--- src/hdl/mxb_pkg.sv ---
// Shared constants, types and helpers for the maximum subset XOR basis core.
`default_nettype none
package mxb_pkg;

	// Number of basis slots, which is also the number of value bits that take part.
	localparam int WIDTH = 32;

	// Width of the value and result fields on the stream ports.
	localparam int FIELD_W = 32;

	typedef logic [WIDTH-1:0]   row_t;
	typedef logic [FIELD_W-1:0] field_t;

	// One element moving down the chain of cells.
	typedef struct packed {
		logic valid;  // a real element occupies this slot of the chain
		logic last;   // element closes its set
		row_t v;      // value, partly reduced by the cells it has passed
		row_t acc;    // running maximum, only meaningful when last is set
	} token_t;

	// Keep the low WIDTH bits of a stream field, filling with zeros above it.
	function automatic row_t field_to_row(input field_t f);
		logic [63:0] ext;
		ext = 64'(f);
		return ext[WIDTH-1:0];
	endfunction

	// Zero-extend or truncate a row to the result field.
	function automatic field_t row_to_field(input row_t r);
		logic [63:0] ext;
		ext = 64'(r);
		return ext[FIELD_W-1:0];
	endfunction

endpackage
`default_nettype wire

--- src/hdl/mxb_cell.sv ---
// One basis slot of the chain: reduces a passing element and folds the slot into the maximum.
`default_nettype none
module mxb_cell (
	input  wire logic           clk,
	input  wire logic           arst_n,
	input  wire logic           en,       // chain advances this cycle
	input  wire mxb_pkg::row_t  pos,      // one-hot mask of the bit this slot owns
	input  wire mxb_pkg::token_t tok_in,
	output mxb_pkg::token_t     tok_out
);

	mxb_pkg::row_t   row_q;
	mxb_pkg::row_t   row_new;
	mxb_pkg::token_t tok_next;
	logic            hit;
	logic            empty;

	always_comb begin
		hit      = |(tok_in.v & pos);
		empty    = (row_q == '0);
		row_new  = row_q;
		tok_next = tok_in;
		if (tok_in.valid && hit) begin
			if (empty) begin
				// The reduced value lands here and stops reducing further down.
				row_new    = tok_in.v;
				tok_next.v = '0;
			end else begin
				tok_next.v = tok_in.v ^ row_q;
			end
		end
		// Greedy step: taking this row helps exactly when the running result lacks this bit.
		if (tok_in.last && (row_new != '0) && !(|(tok_in.acc & pos))) begin
			tok_next.acc = tok_in.acc ^ row_new;
		end
	end

	always_ff @(posedge clk or negedge arst_n) begin
		if (!arst_n) begin
			row_q <= '0;
		end else if (en && tok_in.valid) begin
			row_q <= tok_in.last ? '0 : row_new;
		end
	end

	always_ff @(posedge clk or negedge arst_n) begin
		if (!arst_n) begin
			tok_out <= '0;
		end else if (en) begin
			tok_out <= tok_next;
		end
	end

endmodule
`default_nettype wire

--- config.mk ---
export PLATFORM = sky130hd
export DESIGN_NAME = mxb_cell
export DESIGN_NICKNAME = d
export VERILOG_FILES = /design/src/hdl/mxb_pkg.sv /design/src/hdl/mxb_cell.sv
export SDC_FILE = /design/constraint.sdc
export NUM_CORES = 1
export LEC_CHECK = 0
export BUFFER_PORTS_ARGS = -buffer_cell sky130_fd_sc_hd__buf_2
export CELL_PAD_IN_SITES_DETAIL_PLACEMENT = 2
export CELL_PAD_IN_SITES_GLOBAL_PLACEMENT = 2
export CORE_MARGIN = 2
export CORE_UTILIZATION = 28
export CTS_CLUSTER_DIAMETER = 30
export CTS_CLUSTER_SIZE = 20
export DETAILED_ROUTE_END_ITERATION = 12
export PLACE_DENSITY_LB_ADDON = 0.08
export SYNTH_ARGS = -nofsm -noshare
export SYNTH_HDL_FRONTEND = slang
export SYNTH_SLANG_ARGS = --single-unit
--- constraint.sdc ---
create_clock -name clk -period 2 [get_ports clk]
set_input_delay 0.3 -clock clk [delete_from_list [all_inputs] [get_ports clk]]
set_output_delay 0.3 -clock clk [all_outputs]
set_load 0.005 [all_outputs]
==> reports/qor.txt <==
First DRT Iteration DRCs - 320
final setup vio count - 89
register area share after synthesis - 41.84%
post-DP HPWL - 22.44 mm
Avg Inst Size Synth - 8.646 sq um
Seq cells post-synth - 98
worst slack, placed - -0.5935 ns
clock sinks - 98
syn_nets - 779
CTS tree - built
first-pass GRT wire length - 46.18 mm
CP Max Fanout - 7
drt first pass iters - 5
total routed wirelength - 31.23 mm
Worst Slack Setup Final - -0.3582 ns
total global routing overflow - 0
startpoint types - flop
ANT nets after route - 0
Max Fclk - 0.4241 GHz
Filler Cells Inserted - 2286
yosys warns - 0
Mapped Area - 5862 sq um
Hold Path Origin - tok_in[40]
core area - 20360 sq um
die width - 148.7 microns
H-tree levels - 3
launch point of the worst path - row_q[17]
unrepaired setup endpoints after global routing - yes
clk_lat worst skew - 0.36 ns
WL/cell - 25.43 microns
Longest Clk Path Bufs - 2
WP data arrival - 2.63 ns
Rows - 52
critical path's slowest cell - dfrtp_1
Tot GR Track Use - 27.93%
fin crit share - 117.9%
Buf+Inv Stages, Crit Path - 3
Area Growth Syn to Fin - 47.79%
clock skew - 0.01020 ns
top cells by area, synth - dfrtp_1 (42%), a31oi_1 (6.8%), nor2_1 (5.1%)
CP cell instances - nor4_2, buf_4, nand4_1, nor2_4, buf_4, clkbuf_16, a41oi_2, or3_1, a31oi_1
Setup crit end kind - flop
reg-to-reg startpoint - row_q[17]
final hold viol count - 0
detail-routed via count per cell - 5.707
Post-Route Utilization - 42.54%
DIE HEIGHT - 148.7 microns
Final nets - 1055
antenna violations before repair - 0
largest net degree at the start of global routing - 43
Leak - 3.794 nW
Rel. slew slack - 67.43%
Final Slew Violations - 0
peak supply drop - 0.0003507 V
violated checks - negative setup slack
number of global-route vias before repair - 7609
Synth top area share - 41.84%
PD cells - 877.0 nW/um^2
delay-heaviest family, CP - simple AND/OR/NAND/NOR gates
area leader, netlist - dfrtp_1
total design power - 0.007597 W
Unique masters post-synth - 38
CTS buffer count - 9
critical path required time - 2.27 ns
HP Class - primary input to flop
Synth Instances - 678
Tightest Pin Transition - 0.4885 ns
Design Area, Final - 8663 sq um
antenna fix cells - 0
Worst path max stage delay - 0.40 ns
DP Area - 7823 sq um
drt drc - 0
Clk pin slew, worst setup/hold paths - 0.07 ns
fraction of layout cells with a size suffix above 1 - 38.41%
post-layout minimum cycle time - 2.358 ns
I/O pins - 167
gpl congestion - 0.9358
status - finished, violations left
Die ar. - 22110 sq um
CP dominant cell by count - buf_4
routed via count - 7008
PortBufs - 166
max-cap violation count - 0
WS Path Type - flop to flop
Clk Tree Root Cell - clkbuf_16
initial core utilization - 28.78%
[kinds of logic (layout without fill, tap and decap cells)]
group                  Yosys count  in the layout  synth area share (%)
AND/OR/NAND/NOR                238            243                 20.56
multiplexers                     1              1                0.1921
flip-flops                      98             98                 41.84
buffers and inverters           80            355                 6.297
AO/OA/AOI/OAI                  261            261                 31.12
[flip-flops by register name (all words and copies together) (netlist names)]
register,cells
tok_out,66
row_q,32
[worst paths after layout]
check	slack (ns)	cells past startpoint	end
worst max-delay path	-0.36	9	tok_out[1]
worst min-delay path	0.24	3	tok_out[40]
worst max register to register	-0.36	9	tok_out[1]
worst min register to register	0.51	1	tok_out[64]
max in group asynchronous	0.78	3	row_q[9]
min in group asynchronous	0.44	2	tok_out[47]
[stage by stage]
step / hold WS [ns] / setup TNS, ns / instances
after floorplan: 0.004409 / 0 / 678
after global placement: 0.2869 / -39.24 / 1185
after detailed placement: 0.2925 / -40.55 / 1185
after CTS: 0.2217 / -11.82 / 1219
after global routing: 0.2502 / -29.76 / 1228
final: 0.2364 / -21.20 / 1228
[routing by layer]
layer | part of all wire (%) | up-vias | GRT usage, %
li1 | - | 3152 | -
met5 | 0 | - | 0
met4 | 3.6 | 0 | 11.76
met2 | 52 | 189 | 50.12
met3 | 3.4 | 52 | 2.914
met1 | 41 | 3615 | 34.07
[area by class of cell]
type | count | area [sq um] | share of cell area, %
inverters | 20 | 75.07 | 0.8666
clock buffers | 13 | 250.2 | 2.889
multi-input cells | 505 | 3287 | 37.94
clock inverters | 2 | 37.54 | 0.4333
well taps | 270 | 337.8 | 3.899
repair buffers | 320 | 2223 | 25.66
flip-flops and latches | 98 | 2452 | 28.31
[power breakdown]
part / internal [W] / leakage (nW) / total, W / switching (W)
logic: 0.00160 / 2.46 / 0.00341 / 0.00181
clock network: 0.00100 / 0.136 / 0.00182 / 0.000815
registers: 0.00221 / 1.20 / 0.00237 / 0.000159
total: 0.00481 / 3.79 / 0.00760 / 0.00278
[cells in the mapped netlist, drive strengths merged]
cell / instances
dfrtp: 98
nor2: 80
a31oi: 64
nand2: 54
a21oi: 51
clkbuf: 42
nand3b: 32
o211ai: 32
a22oi: 22
inv: 20
a311oi: 18
a31o: 18
and2: 18
buf: 18
nor2b: 18
o221ai: 18
o21ai: 14
a41oi: 13
or3: 13
nor4: 8
nand4: 7
a221oi: 4
a22o: 4
and3: 2
nand3: 2
a21o: 1
a222oi: 1
a41o: 1
and3b: 1
and4: 1
mux2: 1
nor3: 1
or4: 1
[repair_timing]
action,in CTS,in global routing
endpoints found under the setup margin,92,95
pin swaps,10,8
hold endpoints to repair,30,0
gates cloned,7,1
gates resized for setup,41,14
hold buffers,1,0
setup buffers,11,8
[cell usage in the layout (no fill, tap or decap), types with 2 or more instances in the layout]
cell type	instances
a41oi_1	3
nand2_1	54
o211ai_1	31
nor2b_1	18
nand4_1	7
a21oi_2	2
a31o_1	18
a22oi_1	14
nor4_1	5
nor2_4	2
nand3_1	2
o221ai_1	18
clkbuf_1	3
a22o_1	4
nor2_2	2
dfrtp_1	98
or4_4	3
inv_1	20
o21ai_0	14
or3_1	13
a22oi_2	8
nand3b_1	32
and3_4	4
buf_4	136
a221oi_1	4
clkbuf_16	10
buf_2	163
a31oi_1	64
a311oi_1	18
a41oi_4	2
buf_6	5
and2_1	18
a21oi_1	49
nor2_1	76
nor4_2	2
buf_12	11
a41oi_2	8
[tightest hold or removal path, stage by stage]
cell,delay (ns)
buf_6,0.12
nand2_1,0.06
a31oi_1,0.07
Power figures use the tool's default switching activity.
